### config.mk
export PLATFORM = sky130hd
export DESIGN_NAME = savitzky_golay_smoother_with_slope_top
export DESIGN_NICKNAME = d
export VERILOG_FILES = /design/src/rtl/sgs_pkg.sv /design/src/rtl/savitzky_golay_smoother_with_slope_top.sv /design/src/rtl/sgs_window.sv /design/src/rtl/sgs_divider.sv
export SDC_FILE = /design/constraint.sdc
export NUM_CORES = 2
export LEC_CHECK = 0
export BUFFER_PORTS_ARGS = -buffer_cell sky130_fd_sc_hd__buf_4
export CORE_AREA = 2 2 366 368
export CTS_CLUSTER_DIAMETER = 30
export DETAILED_ROUTE_END_ITERATION = 10
export DIE_AREA = 0 0 368 370
export GPL_TIMING_DRIVEN = 0
export PLACE_DENSITY = 0.8
export SLEW_MARGIN = 20
export SYNTH_ARGS = -nofsm -noshare
export SYNTH_HDL_FRONTEND = slang
export SYNTH_SLANG_ARGS = --single-unit
### constraint.sdc
create_clock -name aclk -period 18 [get_ports aclk]
set_input_delay 1.8 -clock aclk [delete_from_list [all_inputs] [get_ports aclk]]
set_output_delay 1.8 -clock aclk [all_outputs]
set_load 0.03 [all_outputs]
### src/rtl/sgs_pkg.sv
`timescale 1ns / 1ps

package sgs_pkg;

    // default configuration
    localparam int HALF_LEN_DEF     = 25;
    localparam int SAMPLE_WIDTH_DEF = 16;

    // tap weight and weight step widths, wide enough for half windows up to 31
    localparam int WGT_W = 16;
    localparam int DLT_W = 12;

    // window register controls from the sequencer
    typedef struct packed {
        logic fill;
        logic shift;
        logic rotate;
    } win_ctrl_t;

endpackage

### src/rtl/savitzky_golay_smoother_with_slope_top.sv
`timescale 1ns / 1ps

// Quadratic Savitzky-Golay smoother with slope over a 2*HALF_LEN+1 window.
// Input channel s_*: one signed sample per item, s_tlast on the last sample of
// a record. Output channel m_*: smoothed value and its difference from the
// previous smoothed value of the record (0 on the first), m_tlast on the last.
// Output k leaves once sample k+HALF_LEN has been taken; the record's last
// sample flushes every pending output. Record edges read the first or last
// sample. Smoothed values round half up and saturate to SAMPLE_WIDTH bits.
// Each output passes through the shared multiply-accumulate, a setup state and
// the reciprocal divider, which takes longer when its estimate needs a
// correction step, before its result reaches the output register.
// s_tready is high only while the sequencer is idle; one item at a time. The
// next item is not taken until the sequencer is through with every output that
// the last one gave, flush outputs included. A finished output waits in the
// output register; while the receiver stalls, the sequencer holds at the next
// output.
// Reset (aresetn low, synchronous) drops the item in progress and any waiting
// output, and starts a new record.
module savitzky_golay_smoother_with_slope_top
    import sgs_pkg::*;
#(
    parameter int HALF_LEN     = HALF_LEN_DEF,
    parameter int SAMPLE_WIDTH = SAMPLE_WIDTH_DEF
) (
    input  logic                                         aclk,
    input  logic                                         aresetn,
    input  logic                                         s_tvalid,
    output logic                                         s_tready,
    // sample
    input  logic [((SAMPLE_WIDTH+7)/8)*8-1:0]            s_tdata,
    // end_of_record
    input  logic                                         s_tlast,
    output logic                                         m_tvalid,
    input  logic                                         m_tready,
    // smoothed, slope
    output logic [((2*SAMPLE_WIDTH+1+7)/8)*8-1:0]        m_tdata,
    // final_output
    output logic                                         m_tlast
);

    localparam int SW      = SAMPLE_WIDTH;
    localparam int M       = HALF_LEN;
    localparam int WIN     = 2 * M + 1;
    localparam int DIVISOR = (2 * M - 1) * (2 * M + 1) * (2 * M + 3);
    localparam int ACC_W   = SW + 21;
    localparam int NUM_W   = ACC_W + 2;
    localparam int PROD_W  = SW + WGT_W;
    localparam int Q_W     = SW + 2;
    localparam int MW      = ((2 * SW + 1 + 7) / 8) * 8;
    localparam int CNT_W   = $clog2(WIN + 1);
    localparam int SEEN_W  = $clog2(M + 2);
    localparam int STEP_W  = $clog2(M + 1);
    localparam int CMP_W   = $clog2(2 * M + 2);
    localparam int W_FIRST = 3 * (3 * M * M + 3 * M - 1) - 15 * M * M;
    localparam int D_FIRST = 15 * (1 - 2 * M);

    localparam logic signed [WGT_W-1:0] WGT_INIT  = WGT_W'(W_FIRST);
    localparam logic signed [DLT_W-1:0] DLT_INIT  = DLT_W'(D_FIRST);
    localparam logic signed [DLT_W-1:0] DLT_STEP  = DLT_W'(30);
    localparam logic [SEEN_W-1:0]       SEEN_FULL = SEEN_W'(M + 1);
    localparam logic [STEP_W-1:0]       STEP_LAST = STEP_W'(M);
    localparam logic [CNT_W-1:0]        CNT_LAST  = CNT_W'(WIN);
    localparam logic [CMP_W-1:0]        CMP_EMIT  = CMP_W'(M + 1);
    localparam logic signed [NUM_W-1:0] NUM_BIAS  = NUM_W'(DIVISOR);
    localparam logic signed [Q_W:0]     SAT_HI    =
        $signed({{(Q_W + 2 - SW){1'b0}}, {(SW - 1){1'b1}}});
    localparam logic signed [Q_W:0]     SAT_LO    =
        $signed({{(Q_W + 2 - SW){1'b1}}, {(SW - 1){1'b0}}});

    typedef enum logic [2:0] {
        S_IDLE,
        S_MAC,
        S_PREP,
        S_DIV,
        S_OUT,
        S_ADV
    } state_t;

    state_t                    state_reg;
    logic [SEEN_W-1:0]         seen_reg;
    logic [STEP_W-1:0]         step_reg;
    logic                      eor_reg;
    logic                      last_reg;
    logic                      first_reg;
    logic signed [SW-1:0]      x_reg;
    logic signed [SW-1:0]      prev_reg;
    logic [CNT_W-1:0]          cnt_reg;
    logic signed [WGT_W-1:0]   wgt_reg;
    logic signed [DLT_W-1:0]   dlt_reg;
    logic signed [PROD_W-1:0]  prod_reg;
    logic signed [ACC_W-1:0]   acc_reg;
    logic                      m_tvalid_reg;
    logic signed [SW-1:0]      m_smoothed_reg;
    logic signed [SW:0]        m_slope_reg;
    logic                      m_last_reg;

    logic                      s_accept;
    logic signed [SW-1:0]      s_sample;
    logic [SEEN_W-1:0]         seen_next;
    logic [STEP_W-1:0]         step_next;
    logic                      flush_emit;
    logic                      out_load;
    win_ctrl_t                 win_ctrl;
    logic signed [SW-1:0]      win_din;
    logic signed [SW-1:0]      tap;
    logic signed [NUM_W-1:0]   div_num;
    logic                      div_done;
    logic signed [Q_W:0]       div_quot;
    logic signed [SW-1:0]      sm;

    assign s_tready = (state_reg == S_IDLE);
    assign s_accept = s_tvalid && s_tready;
    assign s_sample = $signed(s_tdata[SW-1:0]);

    // samples of the record, saturating once the window is centered
    assign seen_next = (seen_reg == SEEN_FULL) ? seen_reg : seen_reg + 1'b1;
    assign step_next = step_reg + 1'b1;
    assign flush_emit = (CMP_W'(step_next) + CMP_W'(seen_reg)) >= CMP_EMIT;

    // output register takes a new result when it is free or being emptied
    assign out_load = (state_reg == S_OUT) && (!m_tvalid_reg || m_tready);

    // window controls
    always_comb begin
        win_ctrl.fill   = s_accept && (seen_reg == '0);
        win_ctrl.shift  = (s_accept && (seen_reg != '0))
                       || ((state_reg == S_ADV) && eor_reg && (step_reg != STEP_LAST));
        win_ctrl.rotate = (state_reg == S_MAC) && (cnt_reg != CNT_LAST);
        win_din         = s_accept ? s_sample : x_reg;
    end

    sgs_window #(
        .WIN (WIN),
        .SW  (SW)
    ) u_window (
        .aclk (aclk),
        .ctrl (win_ctrl),
        .din  (win_din),
        .tap  (tap)
    );

    // rounding bias: floor((2*acc + D) / (2*D))
    assign div_num = (NUM_W'(acc_reg) <<< 1) + NUM_BIAS;

    sgs_divider #(
        .NUM_W   (NUM_W),
        .Q_W     (Q_W),
        .DIVISOR (DIVISOR)
    ) u_divider (
        .aclk    (aclk),
        .aresetn (aresetn),
        .start   (state_reg == S_PREP),
        .num     (div_num),
        .done    (div_done),
        .quot    (div_quot)
    );

    // saturate the rounded quotient
    always_comb begin
        if (div_quot > SAT_HI) begin
            sm = SAT_HI[SW-1:0];
        end else if (div_quot < SAT_LO) begin
            sm = SAT_LO[SW-1:0];
        end else begin
            sm = div_quot[SW-1:0];
        end
    end

    // sequencer, multiply-accumulate and output register
    always_ff @(posedge aclk) begin
        if (!aresetn) begin
            state_reg    <= S_IDLE;
            seen_reg     <= '0;
            step_reg     <= '0;
            first_reg    <= 1'b1;
            prev_reg     <= '0;
            m_tvalid_reg <= 1'b0;
        end else begin
            if (out_load) begin
                m_tvalid_reg <= 1'b1;
            end else if (m_tready) begin
                m_tvalid_reg <= 1'b0;
            end
            unique case (state_reg)
                S_IDLE: begin
                    if (s_accept) begin
                        x_reg    <= s_sample;
                        eor_reg  <= s_tlast;
                        seen_reg <= seen_next;
                        step_reg <= '0;
                        last_reg <= 1'b0;
                        if (seen_next == SEEN_FULL) begin
                            cnt_reg   <= '0;
                            acc_reg   <= '0;
                            wgt_reg   <= WGT_INIT;
                            dlt_reg   <= DLT_INIT;
                            state_reg <= S_MAC;
                        end else begin
                            state_reg <= S_ADV;
                        end
                    end
                end
                S_MAC: begin
                    // weights follow w(i+1) = w(i) - 15(2i+1)
                    if (cnt_reg != CNT_LAST) begin
                        prod_reg <= wgt_reg * tap;
                        wgt_reg  <= wgt_reg - WGT_W'(dlt_reg);
                        dlt_reg  <= dlt_reg + DLT_STEP;
                    end else begin
                        state_reg <= S_PREP;
                    end
                    if (cnt_reg != '0) begin
                        acc_reg <= acc_reg + ACC_W'(prod_reg);
                    end
                    cnt_reg <= cnt_reg + 1'b1;
                end
                S_PREP: begin
                    state_reg <= S_DIV;
                end
                S_DIV: begin
                    if (div_done) begin
                        state_reg <= S_OUT;
                    end
                end
                S_OUT: begin
                    if (out_load) begin
                        m_smoothed_reg <= sm;
                        m_slope_reg    <= first_reg ? '0
                                                    : (SW + 1)'(sm) - (SW + 1)'(prev_reg);
                        m_last_reg     <= last_reg;
                        prev_reg       <= sm;
                        first_reg      <= 1'b0;
                        state_reg      <= S_ADV;
                    end
                end
                S_ADV: begin
                    // flush: shift the last sample in again until the record ends
                    if (!eor_reg) begin
                        state_reg <= S_IDLE;
                    end else if (step_reg == STEP_LAST) begin
                        seen_reg  <= '0;
                        prev_reg  <= '0;
                        first_reg <= 1'b1;
                        state_reg <= S_IDLE;
                    end else begin
                        step_reg <= step_next;
                        if (flush_emit) begin
                            last_reg  <= (step_next == STEP_LAST);
                            cnt_reg   <= '0;
                            acc_reg   <= '0;
                            wgt_reg   <= WGT_INIT;
                            dlt_reg   <= DLT_INIT;
                            state_reg <= S_MAC;
                        end
                    end
                end
                default: state_reg <= S_IDLE;
            endcase
        end
    end

    assign m_tvalid = m_tvalid_reg;
    assign m_tlast  = m_last_reg;
    assign m_tdata  = {{(MW - 2 * SW - 1){1'b0}}, m_slope_reg, m_smoothed_reg};

endmodule

### src/rtl/sgs_window.sv
`timescale 1ns / 1ps

module sgs_window
    import sgs_pkg::*;
#(
    parameter int WIN = 2 * HALF_LEN_DEF + 1,
    parameter int SW  = SAMPLE_WIDTH_DEF
) (
    input  logic                 aclk,
    input  win_ctrl_t            ctrl,
    input  logic signed [SW-1:0] din,
    output logic signed [SW-1:0] tap
);

    logic signed [SW-1:0] win_reg [WIN];

    // fill on record start, shift in new samples, rotate while the taps are read
    always_ff @(posedge aclk) begin
        if (ctrl.fill) begin
            for (int i = 0; i < WIN; i++) begin
                win_reg[i] <= din;
            end
        end else if (ctrl.shift) begin
            for (int i = 0; i < WIN - 1; i++) begin
                win_reg[i] <= win_reg[i+1];
            end
            win_reg[WIN-1] <= din;
        end else if (ctrl.rotate) begin
            for (int i = 0; i < WIN - 1; i++) begin
                win_reg[i] <= win_reg[i+1];
            end
            win_reg[WIN-1] <= win_reg[0];
        end
    end

    // oldest entry is the tap under the multiplier
    assign tap = win_reg[0];

endmodule

### src/rtl/sgs_divider.sv
`timescale 1ns / 1ps

module sgs_divider #(
    parameter int NUM_W   = 39,
    parameter int Q_W     = 18,
    parameter int DIVISOR = 1
) (
    input  logic                    aclk,
    input  logic                    aresetn,
    input  logic                    start,
    input  logic signed [NUM_W-1:0] num,
    output logic                    done,
    output logic signed [Q_W:0]     quot
);

    // floor division by 2*DIVISOR: reciprocal multiply gives a low estimate,
    // compare and subtract steps then settle the quotient
    localparam longint            DV     = 2 * longint'(DIVISOR);
    localparam int                DV_W   = $clog2(DV + 1);
    localparam int                SH     = (NUM_W > 32) ? NUM_W - 32 : 0;
    localparam int                HI_W   = NUM_W - SH;
    localparam int                P      = DV_W + 31;
    localparam logic [31:0]       RECIP  = 32'((64'd1 << P) / DV);
    localparam logic [DV_W-1:0]   DV_C   = DV_W'(DV);
    localparam logic [NUM_W-1:0]  DV_CMP = NUM_W'(DV);

    typedef enum logic [2:0] {
        DV_IDLE,
        DV_ABS,
        DV_MUL,
        DV_EST,
        DV_REM,
        DV_CORR,
        DV_FIX
    } dv_state_t;

    dv_state_t               state_reg;
    logic signed [NUM_W-1:0] num_reg;
    logic                    neg_reg;
    logic [NUM_W-1:0]        mag_reg;
    logic [HI_W+31:0]        prod_reg;
    logic [NUM_W-1:0]        back_reg;
    logic [NUM_W-1:0]        rem_reg;
    logic [Q_W-1:0]          q_reg;
    logic                    done_reg;
    logic signed [Q_W:0]     quot_reg;

    logic [Q_W-1:0]          q_est;
    logic [Q_W+DV_W-1:0]     back_full;
    logic signed [Q_W:0]     q_pos;

    assign q_est     = prod_reg[P-SH +: Q_W];
    assign back_full = q_est * DV_C;
    assign q_pos     = $signed({1'b0, q_reg});

    // divide the magnitude, then apply the floor fixup for negative numerators
    always_ff @(posedge aclk) begin
        if (!aresetn) begin
            state_reg <= DV_IDLE;
            done_reg  <= 1'b0;
        end else begin
            done_reg <= 1'b0;
            unique case (state_reg)
                DV_IDLE: begin
                    if (start) begin
                        num_reg   <= num;
                        neg_reg   <= num[NUM_W-1];
                        state_reg <= DV_ABS;
                    end
                end
                DV_ABS: begin
                    mag_reg   <= neg_reg ? NUM_W'(-num_reg) : NUM_W'(num_reg);
                    state_reg <= DV_MUL;
                end
                DV_MUL: begin
                    prod_reg  <= mag_reg[NUM_W-1:SH] * RECIP;
                    state_reg <= DV_EST;
                end
                DV_EST: begin
                    q_reg     <= q_est;
                    back_reg  <= NUM_W'(back_full);
                    state_reg <= DV_REM;
                end
                DV_REM: begin
                    rem_reg   <= mag_reg - back_reg;
                    state_reg <= DV_CORR;
                end
                DV_CORR: begin
                    // estimate is never high, step it up while a divisor remains
                    if (rem_reg >= DV_CMP) begin
                        rem_reg <= rem_reg - DV_CMP;
                        q_reg   <= q_reg + 1'b1;
                    end else begin
                        state_reg <= DV_FIX;
                    end
                end
                DV_FIX: begin
                    quot_reg  <= neg_reg ? (-q_pos - $signed((Q_W + 1)'(rem_reg != '0)))
                                         : q_pos;
                    done_reg  <= 1'b1;
                    state_reg <= DV_IDLE;
                end
                default: state_reg <= DV_IDLE;
            endcase
        end
    end

    assign done = done_reg;
    assign quot = quot_reg;

endmodule
==> flow_summary.ini <==
[status]
status = complete, no violations

[clocking]
cts_sinks = 1209
post_cts.repair.setup_buffers = 0
holdBufCountCts = 0
clkLatencyLatePin_ns = 0.90
cts_buffer_depth = 3
ctsResizeCount = 0
cts_tree = done
path_clk_slew_ns = 0.06
clockRootBuffer = clkbuf_16
cts_buffers = 225
htree_levels = 4

[setup_path]
arrival_ns = 9.24
max_stage_delay_ns = 1.08
r2r_slack_ns = 9.29
cp_num_buf_inv = 2
rr_endpoint = u_divider.prod_reg[60]$_DFFE_PP_
endpoint_kind = flip-flop
startpoint_type = flip-flop
cp_cell_sequence = inv_1 > fa_1 > fa_1 > inv_1 > fa_1 > fa_1 > fa_1 > fa_1 > fa_1 > ha_1 > ha_1 > nand4_1 > nor4_1 > o2111ai_1 > a311oi_1 > o21ai_1 > o21ai_0 > a21oi_1 > o31ai_2 > xnor2_1
path_common_cell = fa_1
reg2reg_from = u_divider.mag_reg[15]$_DFFE_PP_
rr_worst_depth = 20
crit_path_top_delay_cell = edfxtp_1
worst-path-max-fanout = 10
worst_ep_required_time_ns = 18.52
crit_type = flip-flop to flip-flop
crit_family = adder cells

[floorplan]
pin_count = 64
core.rowCount = 134
die_h_um = 370
die_area_um2 = 136000
initial_core_util_pct = 64.6
die-width_um = 368
core_um2 = 132000

[min_path]
min_from = prev_reg[11]$_SDFFE_PN0P_
min_to = prev_reg[11]$_SDFFE_PN0P_
hp-class = flip-flop to flip-flop
holdPathStages = 2

[placement]
place_hpwl_um = 153000
dp.cells = 9002
gp_congestion = 0.980
placed_area_um2 = 88900
portBuffers = 56
pre_cts_ws_ns = 9.58

[sta]
hold_viol = 0
skew_ns = 0.116
fin_ws_ns = 9.29
fmax_ghz = 0.115
rsz0062_at_grt = no
timing.slew.headroom_pct = 19.2
drv_slew = 0
setup_viol = 0
tightest_slew_ns = 1.21
fin_crit_ns = 8.71
post-route-period-util_pct = 48.4

[yosys]
synth_seq_area_share_pct = 42.0
syn_area_um2 = 85600
synth-edff-count = 1174
syn_area_per_cell_um2 = 12.0
synth_warnings = 0
synth-simple-area-share_pct = 6.06
async_flop_share_pct = 0
synth_top_family_by_area = adder cells
synth_adder_area_share_pct = 29.5
synth-xor-area-share_pct = 3.17
yosys_most_used_dff = edfxtp_1
synth-compound-area-share_pct = 12.5
synthDistinctLibCells = 84
synth_mux_area_share_pct = 0.259
syn_inst = 7134
ys_ff_latch = 1209

[layout]
fin_area_um2 = 97000
drive_above_1_share_pct = 7.94
fin_cells = 9430
fin_nets = 9014
synthToLayoutAreaGrowth_pct = 13.3
largest_reg_flops = 816

[drt]
drt-pass1-iter-count = 6
drc = 0
vias_per_cell = 5.97
vias = 56300
wl_per_cell_um = 22.5
ant_nets = 0
drt-initial-drc-count = 4994
drt_wl_total_um = 212000

[global_routing]
grt_max_degree = 63
grt_usage_pct = 31.9
grt_pass1_vias = 59800
grt_overflow = 0
antenna_found_initial = 2
grt_pass1_wl_um = 333000

[run]
maxCapViolCount = 0
synthesized netlist by cell type (145+ instances only):
master | count | area, um2
fa_1 | 812 | 16300
ha_1 | 719 | 9000
inv_1 | 1183 | 4440
xnor2_1 | 165 | 1450
nand2_1 | 369 | 1390
edfxtp_1 | 1174 | 35300
o21ai_0 | 154 | 771
nor2_1 | 219 | 822
xor2_1 | 145 | 1270
o21a_1 | 846 | 6350
clkbuf_1 | 156 | 586
a21oi_1 | 229 | 1150
per-stage QoR:
step           util (%)  hold WS [ns]   TNS, ns
2_1_floorplan         -         0.400         0
5_1_grt            73.2         0.473         0
4_1_cts            73.2         0.454         0
3_3_place_gp       66.6         0.445  -1154.65
6_report           73.2         0.452         0
3_5_place_dp       67.1         0.448         0
cell type report:
type | count | area (um2)
fill | 8395 | 35500
clock buffer | 252 | 5800
sequential | 1209 | 36000
buffer | 258 | 1110
multi-input combinational | 4495 | 44200
inverter | 1183 | 4440
antenna | 1 | 2.50
timing repair buffer | 90 | 961
clock inverter | 174 | 2270
tap | 1768 | 2210
how the worst max path moves through the flow:
| stage | cells past startpoint | startpoint | slack, ns | endpoint |
|---|---|---|---|---|
| floorplan | 4 | s_tvalid | 3.24 | u_window.win_reg[0][0]$_DFFE_PP_ |
| global placement | 5 | s_tvalid | -2.26 | u_window.win_reg[9][7]$_DFFE_PP_ |
| detailed placement | 20 | u_divider.mag_reg[18]$_DFFE_PP_ | 9.58 | u_divider.prod_reg[60]$_DFFE_PP_ |
| CTS | 20 | u_divider.mag_reg[18]$_DFFE_PP_ | 9.43 | u_divider.prod_reg[60]$_DFFE_PP_ |
| global route | 20 | u_divider.mag_reg[15]$_DFFE_PP_ | 9.10 | u_divider.prod_reg[60]$_DFFE_PP_ |
| finish | 20 | u_divider.mag_reg[15]$_DFFE_PP_ | 9.29 | u_divider.prod_reg[60]$_DFFE_PP_ |
layout by cell type (no fill, tap or decap), types with 101 or more instances in the layout:
cell	instances
and2_1	129
a21o_1	102
edfxtp_1	1174
buf_2	101
xnor2_1	165
nand2_1	367
clkbuf_1	177
nor2_1	217
fa_1	812
ha_1	719
inv_1	1183
o21a_1	845
clkbuf_16	226
xor2_1	145
a21oi_1	229
o21ai_0	154
metal layers:
| layer | wire (um) | GRT usage [%] | vias up |
|---|---|---|---|
| li1 | - | - | 25000 |
| met1 | 82200 | 41.1 | 28300 |
| met2 | 104000 | 53.2 | 2460 |
| met3 | 16700 | 5.82 | 561 |
| met4 | 9410 | 13.9 | 2 |
| met5 | 12 | 0 | - |
tightest hold or removal path: stages (launching register included):
cell	delay [ns]
dfxtp_1	0.30
nand2_1	0.05
a21oi_1	0.05
cells by family after synthesis:
| kind of cell | Yosys count |
|---|---|
| buffers and inverters | 1441 |
| DFF | 1209 |
| muxes | 22 |
| xor gates and xnor gates | 310 |
| other | 2 |
| and+or+nand+nor | 1079 |
| AOI/OAI and AO/OA | 1540 |
| adders and majority gates | 1531 |
Power is not shown: default switching activity piles up to over one toggle a cycle in this logic, so the estimate is an artifact.
